**config.mk**
```make
export PLATFORM = sky130hd
export DESIGN_NAME = pdb_ram
export DESIGN_NICKNAME = d
export VERILOG_FILES = /design/src/hw/rtl/pdb_ram.sv
export SDC_FILE = /design/constraint.sdc
export NUM_CORES = 1
export LEC_CHECK = 0
export BUFFER_PORTS_ARGS = -buffer_cell sky130_fd_sc_hd__buf_2
export CELL_PAD_IN_SITES_DETAIL_PLACEMENT = 1
export CELL_PAD_IN_SITES_GLOBAL_PLACEMENT = 2
export CORE_MARGIN = 8
export CORE_UTILIZATION = 48
export CTS_CLUSTER_SIZE = 12
export DETAILED_ROUTE_END_ITERATION = 8
export MAX_ROUTING_LAYER = met4
export PLACE_DENSITY_LB_ADDON = 0.1
export RECOVER_POWER = 50
export SYNTH_ARGS = -nofsm -noshare
export SYNTH_HDL_FRONTEND = slang
export SYNTH_SLANG_ARGS = --single-unit
```
**constraint.sdc**
```tcl
create_clock -name clk -period 1.7 [get_ports clk]
set_input_delay 0 -clock clk [delete_from_list [all_inputs] [get_ports clk]]
set_output_delay 0 -clock clk [all_outputs]
set_load 0.02 [all_outputs]
```
**src/hw/rtl/pdb_ram.sv**
```systemverilog
// Generic RAM with one write port and two registered read ports.
module pdb_ram #(
  parameter int WIDTH = 8,
  parameter int DEPTH = 16
) (
  input  logic                     clk,
  input  logic                     we,
  input  logic [$clog2(DEPTH)-1:0] waddr,
  input  logic [WIDTH-1:0]         wdata,
  input  logic                     re,
  input  logic [$clog2(DEPTH)-1:0] raddr_a,
  input  logic [$clog2(DEPTH)-1:0] raddr_b,
  output logic [WIDTH-1:0]         rdata_a,
  output logic [WIDTH-1:0]         rdata_b
);

  logic [WIDTH-1:0] mem [DEPTH];

  always_ff @(posedge clk) begin
    if (we) begin
      mem[waddr] <= wdata;
    end
    if (re) begin
      rdata_a <= mem[raddr_a];
      rdata_b <= mem[raddr_b];
    end
  end

endmodule

```
# Yosys cells after proc, flatten, opt, wreduce, memory -nomap -nowiden
# Memory sizes are Yosys's and may differ from the RTL's. A register that Yosys moved wholly into a read port is not among the register bits.
# Cells that the tools add are included.
[word_totals] register_bits=0 ram_bits=128 input_bits=23 out_inout_bits=16 wordCells=3 mem_count=1
[classes] muxes=2
[memory_table] name="mem" words=16 width=8 read_ports=2 rd_clocked_by_memory_dff=2 write_ports=1 line="17" text="logic [WIDTH-1:0] mem [DEPTH];"
[op_table] operator="2-to-1 mux 1 bit" n=2

# Logic depth before layout (Yosys ltp)
# Gate-level depths: netlist of run 1.
[depth] word_depth=2 ltp_mapped=5 mapped_depth_nobuf=3

# Worst setup path before layout of run 1
# Ideal clock, no wire load.
[synth_path] path_type="input to register" from="input waddr[2]" to="memory mem[0][0], enable pin" setup_ps=383 t_arrival_ps=1110 t_required_ps=1317 path_slack_ps=207 path_stages=2 path_buffers=0 cell_sequence="or3b_2 -> nor3_1"
[synth_rtl] item="start: declaration" line="8" text="input logic [$clog2(DEPTH)-1:0] waddr,"
[synth_rtl] item="end: declaration" line="17"
# Straight into the memory's write port.

==> metrics.yaml, run 1 <==
min-delay-start: "waddr[0]"
yosys.area.top_type: "edfxtp_1"
vias_per_cell: 5.993
crit_path_start: "mem[11][5]"
row_count: 42
holdPathStages: 3
synth.distinct_cells: 19
fp.dieW_um: 132.4
cts_buffers: 17
dieArea_um2: 17540
track_usage_pct: 19.65
port_buffers: 38
core_um2: 13240
yosysSeqAreaShare_pct: 66.46
ys_warn_count: 0
cts-htree-levels: 4
grt_pass1_vias: 3803
syn-num-nets: 330
fmax_ghz: 0.6266
yosysMostFrequentCell: "edfxtp_1"
timing.slew.headroom_pct: 28.43
status: "finished, final reports clean"
cts_setup_buffers: 0
clkLatencyLatePin_ps: 410
synth_enable_flop_cells: 144
r2r_end: "rdata_a[5]"
drt-total-wl_um: 15770
arrival_ps: 1750
synthArstFlopShare_pct: 0
syn_inst: 307
ir_worst_vdd_v: 0.0006328
cp_slowest_stage_delay_ps: 500
crit_buf_inv: 0
cpMaxStageDelayCell: "mux4_2"
reg2reg_depth: 3
dp_hpwl_um: 10450
final_area_um2: 7597
clk_path_buf_depth: 2
crit_path_cell_trace: "mux4_2 > a22oi_1 > nand2_1"
crit-reg2reg-launch: "mem[11][5]"
first_pass_iters: 4
syn_area_um2: 6506
holdPathEnd: "mem[8][6]"
startpoint_type: "flip-flop"
initial_core_util_pct: 49.13
fillCellCount: 1172
root_buffer: "clkbuf_16"
ys_ff_latch: 144
reg2reg_slack_ps: 100
drtIter0Drc: 276
cp.required_ps: 1850
setup_viol: 0
antenna_found_initial: 0
cap_violations: 0
drc: 0
cts_tree: "done"
fin_tns_setup_ps: 0
yosys-top-cells-area: "edfxtp_1 66%, mux4_2 12%, mux4_1 11%"
worst_pin_slew_ps: 1074
area_delta_synth_final_pct: 16.77
dieHeight_um: 132.4
clock_skew_ps: 6.670
wire_per_inst_um: 27.66
crit_family: "multiplexers"
slew_violations: 0
io_pins: 39
layout-drive-gt1-share_pct: 29.44
avgSynthCellArea_um2: 21.19
synth_flop_cell: "edfxtp_1"
critPathKind: "flip-flop to flip-flop"
crit_fanout: 2
powerDensity_nw_per_um2: 1053
antenna_cells: 0
dpl-instance-area_um2: 7039
p_leak_nw: 2.601
grt_start_max_net_pins: 33
fin_crit_ps: 1596
hp-class: "primary input to flip-flop"
ant_nets: 0
grt_pass1_wl_um: 23930
finalCritPeriodShare_pct: 93.87
finalHoldViolCount: 0
synth_top_area_share_pct: 66.46
synth_commonest_cells: "144 x edfxtp_1, 34 x mux4_2, 32 x a22oi_1, 28 x mux4_1, 17 x nand2_1"
rsz0062_at_grt: "false"
place_congestion: 0.7710
clock_sinks: 144
overflow: 0
finalNetCount: 406
cp-end-kind: "flip-flop"
num_vias: 3416
clk_pin_slew_ps: 60
==> worst min-delay path, cell delays in order <==
cell,delay [ps]
buf_2,140
nor3_1,70
buf_4,180
==> layout by cell type (no fill, tap or decap), drive strengths merged <==
| cell | count |
|---|---|
| and2b | 2 |
| clkinv | 9 |
| mux4 | 64 |
| edfxtp | 144 |
| bufinv | 1 |
| nor2 | 14 |
| a22oi | 32 |
| dlygate4sd3 | 8 |
| nand2 | 17 |
| nand3b | 2 |
| clkbuf | 35 |
| nand2b | 2 |
| nand3 | 1 |
| or3b | 1 |
| and2 | 2 |
| nor3 | 4 |
| nor2b | 2 |
| buf | 54 |
==> where the power goes <==
| group | total (mW) | switching [mW] | internal (mW) |
|---|---|---|---|
| clock network | 3.27 | 1.31 | 1.96 |
| registers | 4.06 | 0.0413 | 4.02 |
| logic | 0.659 | 0.363 | 0.295 |
| total | 8.00 | 1.72 | 6.28 |
==> layer usage <==
| layer | vias up | wire length [µm] | GRT usage [%] |
|---|---|---|---|
| met1 | 1753 | 6085 | 23.10 |
| met3 | 23 | 1138 | 4.466 |
| met4 | 0 | 371 | 9.527 |
| met2 | 134 | 8174 | 31.62 |
| li1 | 1506 | - | - |
| met5 | - | 0 | - |
==> timing repair <==
action	4_1_cts	5_1_grt
hold buffers	8	0
endpoints found under the hold margin	128	0
gates resized for setup	0	0
==> worst max path at each step <==
stage,endpoint,slack (ps),cells after the start
after floorplan,mem[0][0],210,2
final,rdata_a[5],100,3
after detailed placement,rdata_a[3],40,6
after global routing,rdata_a[0],40,3
after global placement,rdata_b[4],70,6
after CTS,rdata_a[0],110,3
==> kinds of logic (layout without fill, tap and decap cells) <==
kind of cell	after synthesis	after routing	share of synthesized area, %
buffers and inverters	20	107	2.654
DFF	144	144	66.46
and+or+nand+nor	47	47	3.346
AOI/OAI and AO/OA	32	32	3.692
muxes	64	64	23.85
==> area by class of cell <==
cell class / count / area, µm² / area share (%)
sequential: 144 / 4324 / 56.92
multi-input combinational: 143 / 2009 / 26.45
timing repair buffer: 77 / 534.3 / 7.032
clock buffer: 20 / 436.7 / 5.748
tap: 176 / 220.2 / 2.899
clock inverter: 10 / 72.57 / 0.9552
==> metrics by stage <==
step / setup slack [ps] / hold slack [ps] / cells / power (mW) / util, %
after floorplan: 207.1 / 98.87 / 307 / 4.520 / -
after global placement: 69.94 / 387.8 / 532 / 4.777 / 53.16
after detailed placement: 40.94 / 402.4 / 532 / 4.791 / 53.16
after CTS: 106.9 / 47.28 / 570 / 8.073 / 57.61
after global routing: 38.49 / 163.9 / 570 / 8.239 / 57.37
final: 104.2 / 159.6 / 570 / 7.998 / 57.37
==> flip-flops by register name, summed over array words and instances (netlist names) <==
register  count
rdata_b       8
rdata_a       8
mem         128
(Power assumes the default switching activity.)
==> inputs of run 2 (changes only) <==
--- a/config.mk
+++ b/config.mk
@@ -10,6 +10,7 @@
 export CELL_PAD_IN_SITES_GLOBAL_PLACEMENT = 2
 export CORE_MARGIN = 8
 export CORE_UTILIZATION = 48
+export CTS_BUF_LIST = sky130_fd_sc_hd__clkbuf_16
 export CTS_CLUSTER_SIZE = 12
 export DETAILED_ROUTE_END_ITERATION = 8
 export MAX_ROUTING_LAYER = met4
==> constraint.sdc (replaced) <==
create_clock -name clk -period 1.53 [get_ports clk]
set_input_delay 0 -clock clk [delete_from_list [all_inputs] [get_ports clk]]
set_output_delay 0 -clock clk [all_outputs]
set_load 0.02 [all_outputs]
==> run 2 against run 1 <==
The run now ends with setup timing left; setup slack worse by 140 ps; critical path type unchanged; sequential cell count stayed put; hold slack worse by 14 ps; clock-buffer cell count is 3 lower; core utilization is 1.1 points higher; sequential share of layout area is 1.1 points lower; fmax is 2.0% higher.
==> metrics.yaml, run 2 (synthesis gave the netlist of run 1 again) <==
status: "finished with violations"
violations: "setup timing"
root_buffer: "clkbuf_16"
cp_slowest_stage_delay_ps: 610
antenna_found_initial: 0
layout-drive-gt1-share_pct: 35.01
fp.dieW_um: 132.4
grt_start_max_net_pins: 33
startpoint_type: "flip-flop"
hp-class: "primary input to flip-flop"
io_pins: 39
crit_family: "multiplexers"
rsz0062_at_grt: "true"
cp-end-kind: "flip-flop"
area_delta_synth_final_pct: 19.00
vias_per_cell: 6.061
port_buffers: 38
ant_nets: 0
num_vias: 3473
final_area_um2: 7742
setup_viol: 2
dieArea_um2: 17540
dp_hpwl_um: 10190
antenna_cells: 0
fin_crit_ps: 1564
ir_worst_vdd_v: 0.001167
overflow: 0
row_count: 42
slew_violations: 0
drtIter0Drc: 268
reg2reg_slack_ps: -30
cts_tree: "done"
crit_fanout: 2
critPathKind: "flip-flop to flip-flop"
crit_buf_inv: 0
finalCritPeriodShare_pct: 102.2
cpMaxStageDelayCell: "mux4_4"
clock_skew_ps: 7.684
grt_pass1_wl_um: 23490
worst_slack_ps: -34.19
dpl-instance-area_um2: 7092
fillCellCount: 1180
p_leak_nw: 2.614
place_congestion: 0.7495
finalHoldViolCount: 0
first_pass_iters: 4
placed_cells: 534
powerDensity_nw_per_um2: 1195
wire_per_inst_um: 27.08
finalNetCount: 408
fmax_ghz: 0.6393
timing.slew.headroom_pct: 24.63
track_usage_pct: 19.09
grt_pass1_vias: 3753
cts_buffers: 17
largest_reg_flops: 128
drt-total-wl_um: 15510
clock_sinks: 144
cap_violations: 0
regMostFlops: "mem"
arrival_ps: 1730
final_cell_mix: "144 x edfxtp_1, 39 x mux4_2, 29 x buf_2, 23 x mux4_1, 19 x a22oi_1"
crit_path_cell_trace: "mux4_4 > a22oi_2 > nand2_1"
core_um2: 13240
drc: 0
clk_pin_slew_ps: 60
finalNonFillerCells: 573
top_regs: "mem (128), rdata_a (8), rdata_b (8)"
cts-htree-levels: 4
cp.required_ps: 1690
worst_pin_slew_ps: 1128
clk_path_buf_depth: 2
clkLatencyLatePin_ps: 420
initial_core_util_pct: 49.13
final_common_cell: "edfxtp_1"
dieHeight_um: 132.4
[run 2: path summary, 6_finish.rpt]
| kind | from | end | cells after the start |
|---|---|---|---|
| setup / recovery | mem[0][0] | rdata_a[0] | 3 |
| hold / removal | waddr[0] | mem[8][4] | 3 |
| setup reg to reg | mem[0][0] | rdata_a[0] | 3 |
| hold reg to reg | mem[12][3] | rdata_a[3] | 3 |
[run 2: layout make-up]
class / count / area [µm²] / area share [%]
Multi-Input combinational cell: 143 / 2056 / 26.55
Tap cell: 176 / 220.2 / 2.844
Clock buffer: 17 / 425.4 / 5.495
Sequential cell: 144 / 4324 / 55.85
Timing Repair Buffer: 79 / 573.1 / 7.401
Clock inverter: 14 / 143.9 / 1.858
[run 2: routing by layer]
metal  GRT usage [%]  vias up  wire [µm]
met5               -        -          0
met4           8.013        0        386
met3           4.504       27        782
met2           30.27       96       7812
met1           23.21     1844       6533
li1                -     1506          -
[run 2: worst reg2reg max path, delay by kind of cell, from the launching register on]
family	cells	cell delay, ps
mux	1	610
flops	1	380
compound gates	1	220
simple gates	1	90
[run 2: power breakdown]
part	leakage [nW]	internal, mW	switching (mW)
Sequential	1.32	4.47	0.0433
Combinational	1.02	0.354	0.418
Clock	0.279	2.38	1.58
Total	2.61	7.21	2.05
[run 2: per-stage QoR]
stage / hold slack, ps / setup TNS [ps] / power, mW / util, % / setup WS [ps]
after global placement: 386.3 / -552.7 / 5.318 / 53.55 / -109.3
after CTS: 43.52 / -25.88 / 9.310 / 58.68 / -18.32
after detailed placement: 406.1 / -853.9 / 5.338 / 53.55 / -119.8
final: 145.4 / -55.19 / 9.251 / 58.47 / -34.19
after floorplan: 98.87 / 0 / 5.022 / - / 37.13
after global routing: 153.3 / -169.7 / 9.518 / 58.47 / -56.77
[run 2: what timing repair did]
action	4_1_cts	5_1_grt
endpoints found under the setup margin	7	14
gates cloned	0	0
pin swaps	3	7
gates resized for setup	6	12
hold endpoints to repair	125	0
setup buffers	0	0
hold buffers	8	0
