`src/hw/rtl/pdb_pkg.sv`:
```
// Shared constants, types and the series divisor table for the phase-difference bearing block.
package pdb_pkg;

  localparam int LANES           = 4;
  localparam int NUM_SENSORS_DEF = 5;

  localparam int PHASE_W   = 16;
  localparam int DIFF_W    = 17;
  localparam int GAIN_W    = 16;
  localparam int PROD_W    = 32;
  localparam int MAG_W     = 13;
  localparam int RATIO_W   = 14;
  localparam int ANGLE_W   = 16;
  localparam int ASIN_W    = 15;
  localparam int S_TDATA_W = 80;
  localparam int M_TDATA_W = 128;

  localparam logic [GAIN_W-1:0] GAIN_RESET  = 16'd8887;
  localparam logic [MAG_W-1:0]  RATIO_LIMIT = 13'd4096;

  // Arcsine table: one entry per ratio magnitude 0..4096.
  localparam int ROM_DEPTH = 4097;
  localparam int ROM_AW    = $clog2(ROM_DEPTH);

  // Boundary index k runs over 1..16384.
  localparam int              K_W    = 15;
  localparam logic [K_W-1:0]  K_LAST = 15'd16384;

  localparam logic [63:0] ONE_Q60     = 64'h1000_0000_0000_0000;
  localparam logic [45:0] PI_Q44_INT  = 46'h3243_F6A8_885A;
  localparam logic [13:0] PI_Q44_FRAC = 14'h308D;

  localparam int                 TERM_W       = 4;
  localparam logic [TERM_W-1:0]  SERIES_TERMS = 4'd12;
  localparam int                 DIVISOR_W    = 10;

  // Divisor (2n)(2n+1) of the sine series term n.
  function automatic logic [DIVISOR_W-1:0] series_divisor(input logic [TERM_W-1:0] n);
    logic [DIVISOR_W-1:0] d;
    unique case (n)
      4'd1:    d = 10'd6;
      4'd2:    d = 10'd20;
      4'd3:    d = 10'd42;
      4'd4:    d = 10'd72;
      4'd5:    d = 10'd110;
      4'd6:    d = 10'd156;
      4'd7:    d = 10'd210;
      4'd8:    d = 10'd272;
      4'd9:    d = 10'd342;
      4'd10:   d = 10'd420;
      4'd11:   d = 10'd506;
      4'd12:   d = 10'd600;
      default: d = 10'd1;
    endcase
    return d;
  endfunction

  typedef struct packed {
    logic s1;
    logic s2;
    logic s3;
  } lane_en_t;

  typedef struct packed {
    logic [MAG_W-1:0] mag;
    logic             neg;
    logic             clamp;
  } lane_res_t;

endpackage

```
`src/hw/rtl/pdb_lane.sv`:
```
// One lane front end: wrapped phase difference, gain multiply, round and saturate.
module pdb_lane (
  input  logic                                clk,
  input  logic signed [pdb_pkg::PHASE_W-1:0]  phase,
  input  logic signed [pdb_pkg::PHASE_W-1:0]  phase_ref,
  input  logic [pdb_pkg::GAIN_W-1:0]          gain,
  input  pdb_pkg::lane_en_t                   en,
  output pdb_pkg::lane_res_t                  res
);
  import pdb_pkg::*;

  logic signed [DIFF_W-1:0] d;
  logic signed [PROD_W-1:0] p;

  logic [PHASE_W-1:0]         diff;
  logic signed [DIFF_W-1:0]   d_calc;
  logic signed [2*DIFF_W-1:0] prod_full;
  logic [PROD_W-1:0]          p_neg;
  logic [PROD_W-2:0]          mag;
  logic [PROD_W-2:0]          rnd;
  logic [15:0]                r_full;
  logic                       over;

  // A difference of exactly -pi is taken as +pi.
  assign diff   = phase - phase_ref;
  assign d_calc = (diff == 16'h8000) ? {1'b0, diff} : {diff[PHASE_W-1], diff};

  assign prod_full = $signed({1'b0, gain}) * d;

  // Round half away from zero on the magnitude, then saturate to one radius.
  assign p_neg  = -p;
  assign mag    = p[PROD_W-1] ? p_neg[PROD_W-2:0] : p[PROD_W-2:0];
  assign rnd    = mag + 31'd16384;
  assign r_full = rnd[30:15];
  assign over   = (r_full > {3'b0, RATIO_LIMIT});

  always_ff @(posedge clk) begin
    if (en.s1) begin
      d <= d_calc;
    end
    if (en.s2) begin
      p <= prod_full[PROD_W-1:0];
    end
    if (en.s3) begin
      res.mag   <= over ? RATIO_LIMIT : r_full[MAG_W-1:0];
      res.neg   <= p[PROD_W-1];
      res.clamp <= over;
    end
  end

endmodule

```
`config.mk`:
```
export PLATFORM = sky130hd
export DESIGN_NAME = pdb_lane
export DESIGN_NICKNAME = d
export VERILOG_FILES = /design/src/hw/rtl/pdb_pkg.sv /design/src/hw/rtl/pdb_lane.sv
export SDC_FILE = /design/constraint.sdc
export NUM_CORES = 1
export LEC_CHECK = 0
export ABC_AREA = 1
export BUFFER_PORTS_ARGS = -buffer_cell sky130_fd_sc_hd__buf_2
export CAP_MARGIN = 20
export CORE_AREA = 2 2 208 210
export DETAILED_ROUTE_END_ITERATION = 8
export DIE_AREA = 0 0 210 212
export GPL_ROUTABILITY_DRIVEN = 0
export RECOVER_POWER = 50
export SETUP_SLACK_MARGIN = 0.02
export SLEW_MARGIN = 20
export SYNTH_ARGS = -nofsm -noshare
export SYNTH_HDL_FRONTEND = slang
export SYNTH_SLANG_ARGS = --single-unit
```
`constraint.sdc`:
```
create_clock -name clk -period 14.7 [get_ports clk]
set_input_delay 0.735 -clock clk [delete_from_list [all_inputs] [get_ports clk]]
set_output_delay 0.735 -clock clk [all_outputs]
set_load 0.005 [all_outputs]
```
Word level (Yosys, flattened, before mapping)
Cells that the tools add are included.
{"block": "totals", "word_cells": 13, "in_bits": 52, "output_inout_bits": 15, "register_bits": 64}
{"block": "op_classes", "order_cmp": 1, "n_eq_ne": 1, "multipliers": 1, "addsub": 3, "muxes": 1}
{"operator": "17-bit by 17-bit multiplier with 32-bit output", "count": 1}
{"operator": "31-bit by 15-bit adder with 31-bit output (second input constant)", "count": 1}
{"operator": "31-bit 2-to-1 mux", "count": 1}
{"operator": "31-bit negator", "count": 1}
{"operator": "16-bit equality test (second input constant)", "count": 1}
{"operator": "16-bit by 13-bit greater-than comparator with 1-bit output (second input constant)", "count": 1}
{"operator": "16-bit subtractor", "count": 1}

Longest topological paths before layout
Gate-level depths: netlist (run 1).
{"block": "logic_depth", "depth_word": 4, "depth_mapped": 28, "depth_no_buf": 26}

Least setup slack after synthesis (run 1)
No wires, ideal clock.
{"block": "synth_path", "kind": "input to register", "from": "input gain[7] (netlist bit)", "to": "register p[30] (data pin)", "arrival_ns": 5.976, "t_required_ns": 14.442, "setup_time_ns": 0.258, "slack_ns": 8.466, "path_stages": 24, "path_buffers": 2, "cell_sequence": "clkbuf_1 > clkbuf_1 > nand2_1 > fa_1 > inv_1 > fa_1 > inv_1 > fa_1 > inv_1 > fa_1 > fa_1 > fa_1 > ha_1 > nand2_1 > inv_1 > a21oi_1 > o21ai_0 > a21oi_1 > nor2_1 > nor2_1 > o21ai_1 > nand2_1 > nand3_1 > xor2_1"}
{"block": "synth_via", "elab_chain_cells": 1}
{"item": "start: declaration", "line": "pdb_lane.sv:6", "text": "input logic [pdb_pkg::GAIN_W-1:0] gain,"}
{"item": "17-bit by 17-bit multiplier with 32-bit output", "line": "pdb_lane.sv:28", "text": "assign prod_full = $signed({1'b0, gain}) * d;"}
{"item": "named net prod_full[30]", "line": "pdb_lane.sv:17", "text": "logic signed [2*DIFF_W-1:0] prod_full;"}
{"item": "end signal: assignment", "line": "pdb_lane.sv:42", "text": "p <= prod_full[PROD_W-1:0];"}
{"item": "end: declaration", "line": "pdb_lane.sv:13", "text": "logic signed [PROD_W-1:0] p;"}
The timed path passes the listed nets, and every way through them passes these cells.
A chain may end at the register's enable or synchronous reset.

Final worst setup path (run 1)
{"block": "layout_path", "from": "register d[7]", "to": "register p[25] (data pin)"}
{"block": "layout_via", "elab_chain_cells": 1}
{"item": "start: declaration", "line": "pdb_lane.sv:12", "text": "logic signed [DIFF_W-1:0] d;"}
{"item": "start signal: assignment", "line": "pdb_lane.sv:39", "text": "d <= d_calc;"}
{"item": "17-bit by 17-bit multiplier with 32-bit output", "line": "pdb_lane.sv:28"}
{"item": "named net prod_full[25]", "line": "pdb_lane.sv:17"}
The timed path passes the listed nets, and every way through them passes these cells.

==> results of run 1 <==
==> stage by stage <==
step / hold slack [ns] / worst slack [ns] / std cells / util, % / area (um2)
2_1_floorplan: 0.428 / 8.47 / 1800 / - / 13800
3_3_place_gp: 0.836 / 8.28 / 2342 / 34.1 / 14500
3_5_place_dp: 0.850 / 8.15 / 2342 / 34.1 / 14500
4_1_cts: 0.786 / 8.38 / 2358 / 34.7 / 14800
5_1_grt: 0.811 / 7.88 / 2358 / 34.7 / 14800
6_report: 0.787 / 8.34 / 2358 / 34.7 / 14800
==> per-layer routing <==
layer	GRT usage [%]	share of wire, %	vias to the layer above	wire length, um
met1	19.6	46	5012	14400
met4	2.59	0.99	0	308
met2	25.8	47	282	14700
li1	-	-	5206	-
met5	0	0	-	0
met3	2.47	5.5	22	1710
==> final cells by class <==
cell class / count / area, um2
sequential: 64 / 1920
tap: 546 / 683
fill: 4452 / 27700
multi-input combinational: 1101 / 9440
inverter: 565 / 2120
clock buffer: 9 / 225
timing repair buffer: 66 / 327
clock inverter: 7 / 47.5
==> worst max-delay path by stage <==
stage	startpoint	to	slack [ns]	cells past startpoint
floorplan	gain[7]	p[30]$_DFFE_PP_	8.47	24
global placement	gain[5]	p[25]$_DFFE_PP_	8.28	23
detailed placement	gain[5]	p[25]$_DFFE_PP_	8.15	23
CTS	d[7]$_DFFE_PP_	p[25]$_DFFE_PP_	8.38	22
global route	d[7]$_DFFE_PP_	p[25]$_DFFE_PP_	7.88	22
finish	d[7]$_DFFE_PP_	p[25]$_DFFE_PP_	8.34	22
==> cells in the mapped netlist (20+ instances only) <==
library cell / instances / share of area, %
nor2_2: 22 / 1.0
nand2_1: 418 / 11
xor2_1: 29 / 1.8
clkbuf_1: 66 / 1.8
fa_1: 210 / 31
inv_1: 562 / 15
edfxtp_1: 64 / 14
nor2_1: 64 / 1.7
o21ai_0: 20 / 0.73
nand3_1: 54 / 2.0
ha_1: 133 / 12
a21oi_1: 41 / 1.5
xnor2_1: 20 / 1.3
==> registers in the layout, indices dropped and copies added, names as in the netlist <==
| signal | flops |
|---|---|
| d | 17 |
| res | 15 |
| p | 32 |
==> worst reg2reg max path: stages (launching register included) <==
cell and delay (ns):
edfxtp_1 0.70, nand2_1 0.17, inv_1 0.07, fa_1 0.54, inv_1 0.06, fa_1 0.57
fa_1 0.44, fa_1 0.49, inv_1 0.06, fa_1 0.54, inv_1 0.06, fa_1 0.53
inv_1 0.05, ha_1 0.36, nand2_1 0.09, nor3_1 0.24, nor2_1 0.10, o21ai_1 0.32
a21oi_1 0.18, o21ai_0 0.30, nand2_1 0.10, nand2_1 0.08, xor2_1 0.06
==> cells by family after synthesis <==
| kind of cell | after synthesis | synth area share [%] |
|---|---|---|
| simple gates | 619 | 19.1 |
| xor+xnor | 50 | 3.24 |
| flops | 64 | 14.0 |
| buf+inv | 635 | 17.4 |
| compound gates | 89 | 3.65 |
| fa+ha+maj | 343 | 42.7 |
==> impl_metrics.ini, run 1 <==
[synth]
synth_area_um2 = 13800
ys_async_sr_fraction_pct = 0
synthCells = 1800
synth_cell_type_count = 36
synth-edff-count = 64
synth_nets = 2195
synth-seq-cells = 64
yosys_warnings = 0
avgSynthCellArea_um2 = 7.64
yosys_most_used_dff = edfxtp_1
yosysSeqAreaShare_pct = 14.0

[drt]
vias = 10522
vias_per_cell = 4.46
drt_iter0_drc = 635
routed_wirelength_um = 31100
first_pass_iters = 6
post_drt_wl_per_cell_um = 13.2
drc = 0
ant_nets = 0

[placement]
hpwl_um = 25600
port_buffers = 66

[global_route]
grt.overflow.total = 0
grt_max_degree = 33
grt_pass1_vias = 10873
gr-usage-all-layers_pct = 14.8
antenna_found_initial = 0
grt_first_pass_wirelength_um = 53200

[flow_run]
drv_cap = 1

[min_path]
hold_depth = 3
hold_class = in -> reg
hp-start = phase_ref[0]
hold_end = d[0]$_DFFE_PP_

[layout]
layout_commonest_cell = inv_1
drive_gt1_share_pct = 7.40
n_antenna_cell = 0
syn2layout_area_growth_pct = 7.31
mostFrequentLayoutCells = inv_1 (562), nand2_1 (418), fa_1 (210), ha_1 (133)
nNetsFinal = 2202

[clock_network]
cts.htree.levels = 3
path_clk_slew_ns = 0.06
hold_buffers = 0
cts_root_buf = clkbuf_16
clock-sinks = 64
cts-buffers-inserted = 9
ctsResizeCount = 0
clkLatencyLatePin_ns = 0.35
tritoncts = done
post_cts_buffers = 0
cts_buffer_depth = 2

[worst_setup_path]
rr_worst_depth = 22
worst_ep_required_time_ns = 14.78
cp_common_cell = fa_1
crit_type = reg -> reg
path_cells = nand2_1 > inv_1 > fa_1 > inv_1 > fa_1 > fa_1 > fa_1 > inv_1 > fa_1 > inv_1 > fa_1 > inv_1 > ha_1 > nand2_1 > nor3_1 > nor2_1 > o21ai_1 > a21oi_1 > o21ai_0 > nand2_1 > nand2_1 > xor2_1
start_kind = register
timing.rr.end = p[25]$_DFFE_PP_
cp.arrival_ns = 6.44
endpoint_kind = register
cpMaxStageDelayCell = edfxtp_1
critPathMaxStageDelay_ns = 0.70
cp.buffers_inverters = 5
r2r-start = d[7]$_DFFE_PP_
reg2reg_slack_ns = 8.34
crit_fanout = 16
cp_top_family = adder cells

[outcome]
violations = max-capacitance violations, max-slew violations
outcome = finished, violations left

[die]
die_h_um = 212
std_cell_rows = 76
start_util_pct = 32.4
die-area_um2 = 44500
coreArea_um2 = 42500
ios = 67
dieWidth_um = 210

[timing]
finalMaxSlewViolations = 33
final_hold_viol_count = 0
finalSetupViolations = 0
worst_pin_slew_ns = 1.52
finalCriticalPeriod_ns = 6.36
rsz0062_at_grt = false
max_freq_ghz = 0.157
finClkSkew_ns = 0.0141
tns_ns = 0
slew_headroom_pct = -1.05
finalCritPeriodShare_pct = 43.2
Power of run 1 is not shown: default switching activity piles up to over one toggle a cycle in this logic, so the estimate is an artifact.
==> run 2: changes to the inputs <==
- clock period: 14.7 -> 6.4 ns (I/O delays scaled with it)
==> impl_metrics.ini, run 2 (same netlist as run 1, synthesis figures left out) <==
[outcome]
outcome = finished, violations left
violations = max-capacitance violations, max-slew violations

[worst_setup_path]
critPathMaxStageDelay_ns = 0.82
cp.arrival_ns = 6.14
cpMaxStageDelayCell = edfxtp_1
cp_top_family = adder cells
cp_common_cell = fa_1
cp.buffers_inverters = 3
start_kind = register
crit_fanout = 16
worst_ep_required_time_ns = 6.50
endpoint_kind = register
path_cells = nand2_1 > fa_1 > fa_1 > inv_1 > fa_1 > fa_1 > fa_1 > inv_1 > fa_1 > inv_1 > ha_1 > a21oi_1 > o21a_1 > o21ai_0 > a21oi_1 > nor2_1 > nor2_1 > o21ai_1 > nand2_1 > nand3_1 > xor2_1
crit_type = reg -> reg

[drt]
first_pass_iters = 5
ant_nets = 0
drc = 0
vias = 10565
routed_wirelength_um = 31900
top_layer = met4
dr_wl_met2_um = 14700
drt_iter0_drc = 633
routed-wl-met3_um = 1570
wl_met1_um = 14800
vias_per_cell = 4.43
post_drt_wl_per_cell_um = 13.4

[die]
die_h_um = 212
coreArea_um2 = 42500
die-area_um2 = 44500
start_util_pct = 32.4
std_cell_rows = 76
dieWidth_um = 210
ios = 67

[layout]
top_register = p
layout_commonest_cell = inv_1
syn2layout_area_growth_pct = 9.26
nNetsFinal = 2229
drive_gt1_share_pct = 8.70
mostFrequentLayoutCells = inv_1 (562), nand2_1 (418), fa_1 (210), ha_1 (133)
largest_register_ffs = 32
nFillCells = 4367
n_antenna_cell = 0
top_regs = p (32), d (17), res (15)

[clock_network]
cts.htree.levels = 3
hold_buffers = 0
path_clk_slew_ns = 0.06
cts-buffers-inserted = 9
ctsResizeCount = 0
clkLatencyLatePin_ns = 0.35
tritoncts = done
clock-sinks = 64
cts_buffer_depth = 2
cts_root_buf = clkbuf_16
post_cts_buffers = 0

[global_route]
grt_pass1_vias = 10996
grt.overflow.total = 0
grt_max_degree = 33
grt_first_pass_wirelength_um = 53700
gr-usage-all-layers_pct = 15.1
antenna_found_initial = 0

[timing]
finalCriticalPeriod_ns = 6.04
worst_pin_slew_ns = 1.61
slew_headroom_pct = -7.08
final_hold_viol_count = 0
finalMaxSlewViolations = 33
finClkSkew_ns = 0.0100
finalSetupViolations = 0
rsz0062_at_grt = true
fin_hold_ws_ns = 0.385
max_freq_ghz = 0.166
finalCritPeriodShare_pct = 94.3

[min_path]
hold_class = in -> reg

[placement]
hpwl_um = 26400
port_buffers = 66

[flow_run]
drv_cap = 1
run 2: worst min-delay path: stages:
cell and delay [ns]:
buf_2 0.08, ha_1 0.11, inv_1 0.05
run 2: final cells by class:
type	count	area (um2)	area share, %
multi-input cells	1101	9440	62.8
inverters	565	2120	14.1
flip-flops and latches	64	1920	12.8
well taps	546	683	4.55
repair buffers	93	539	3.59
clock buffers	9	225	1.50
clock inverters	7	103	0.683
run 2: path summary, 6_finish.rpt:
check | cells past startpoint | slack, ns | to | from
min reg2reg | 6 | 0.83 | res[14]$_SDFFCE_PP1P_ | p[30]$_DFFE_PP_
max reg2reg | 21 | 0.36 | p[30]$_DFFE_PP_ | d[14]$_DFFE_PP_
min | 3 | 0.38 | d[0]$_DFFE_PP_ | phase_ref[0]
max | 21 | 0.36 | p[30]$_DFFE_PP_ | d[14]$_DFFE_PP_
run 2: per-stage QoR:
step / util [%] / setup slack [ns] / setup TNS (ns) / cells / area [um2]
2_1_floorplan: - / 0.581 / 0 / 1800 / 13800
3_3_place_gp: 34.2 / 0.341 / 0 / 2350 / 14600
3_5_place_dp: 34.2 / 0.298 / 0 / 2350 / 14600
4_1_cts: 35.0 / 0.273 / 0 / 2366 / 14900
5_1_grt: 35.4 / -0.000276 / -0.000276 / 2385 / 15000
6_report: 35.4 / 0.362 / 0 / 2385 / 15000
run 2: routing by layer:
metal | vias up | GRT usage, %
met5 | - | 0
met4 | 0 | 4.26
met3 | 53 | 2.32
met2 | 264 | 25.5
met1 | 4991 | 20.0
li1 | 5257 | -
Power of run 2 is left out for the same reason.
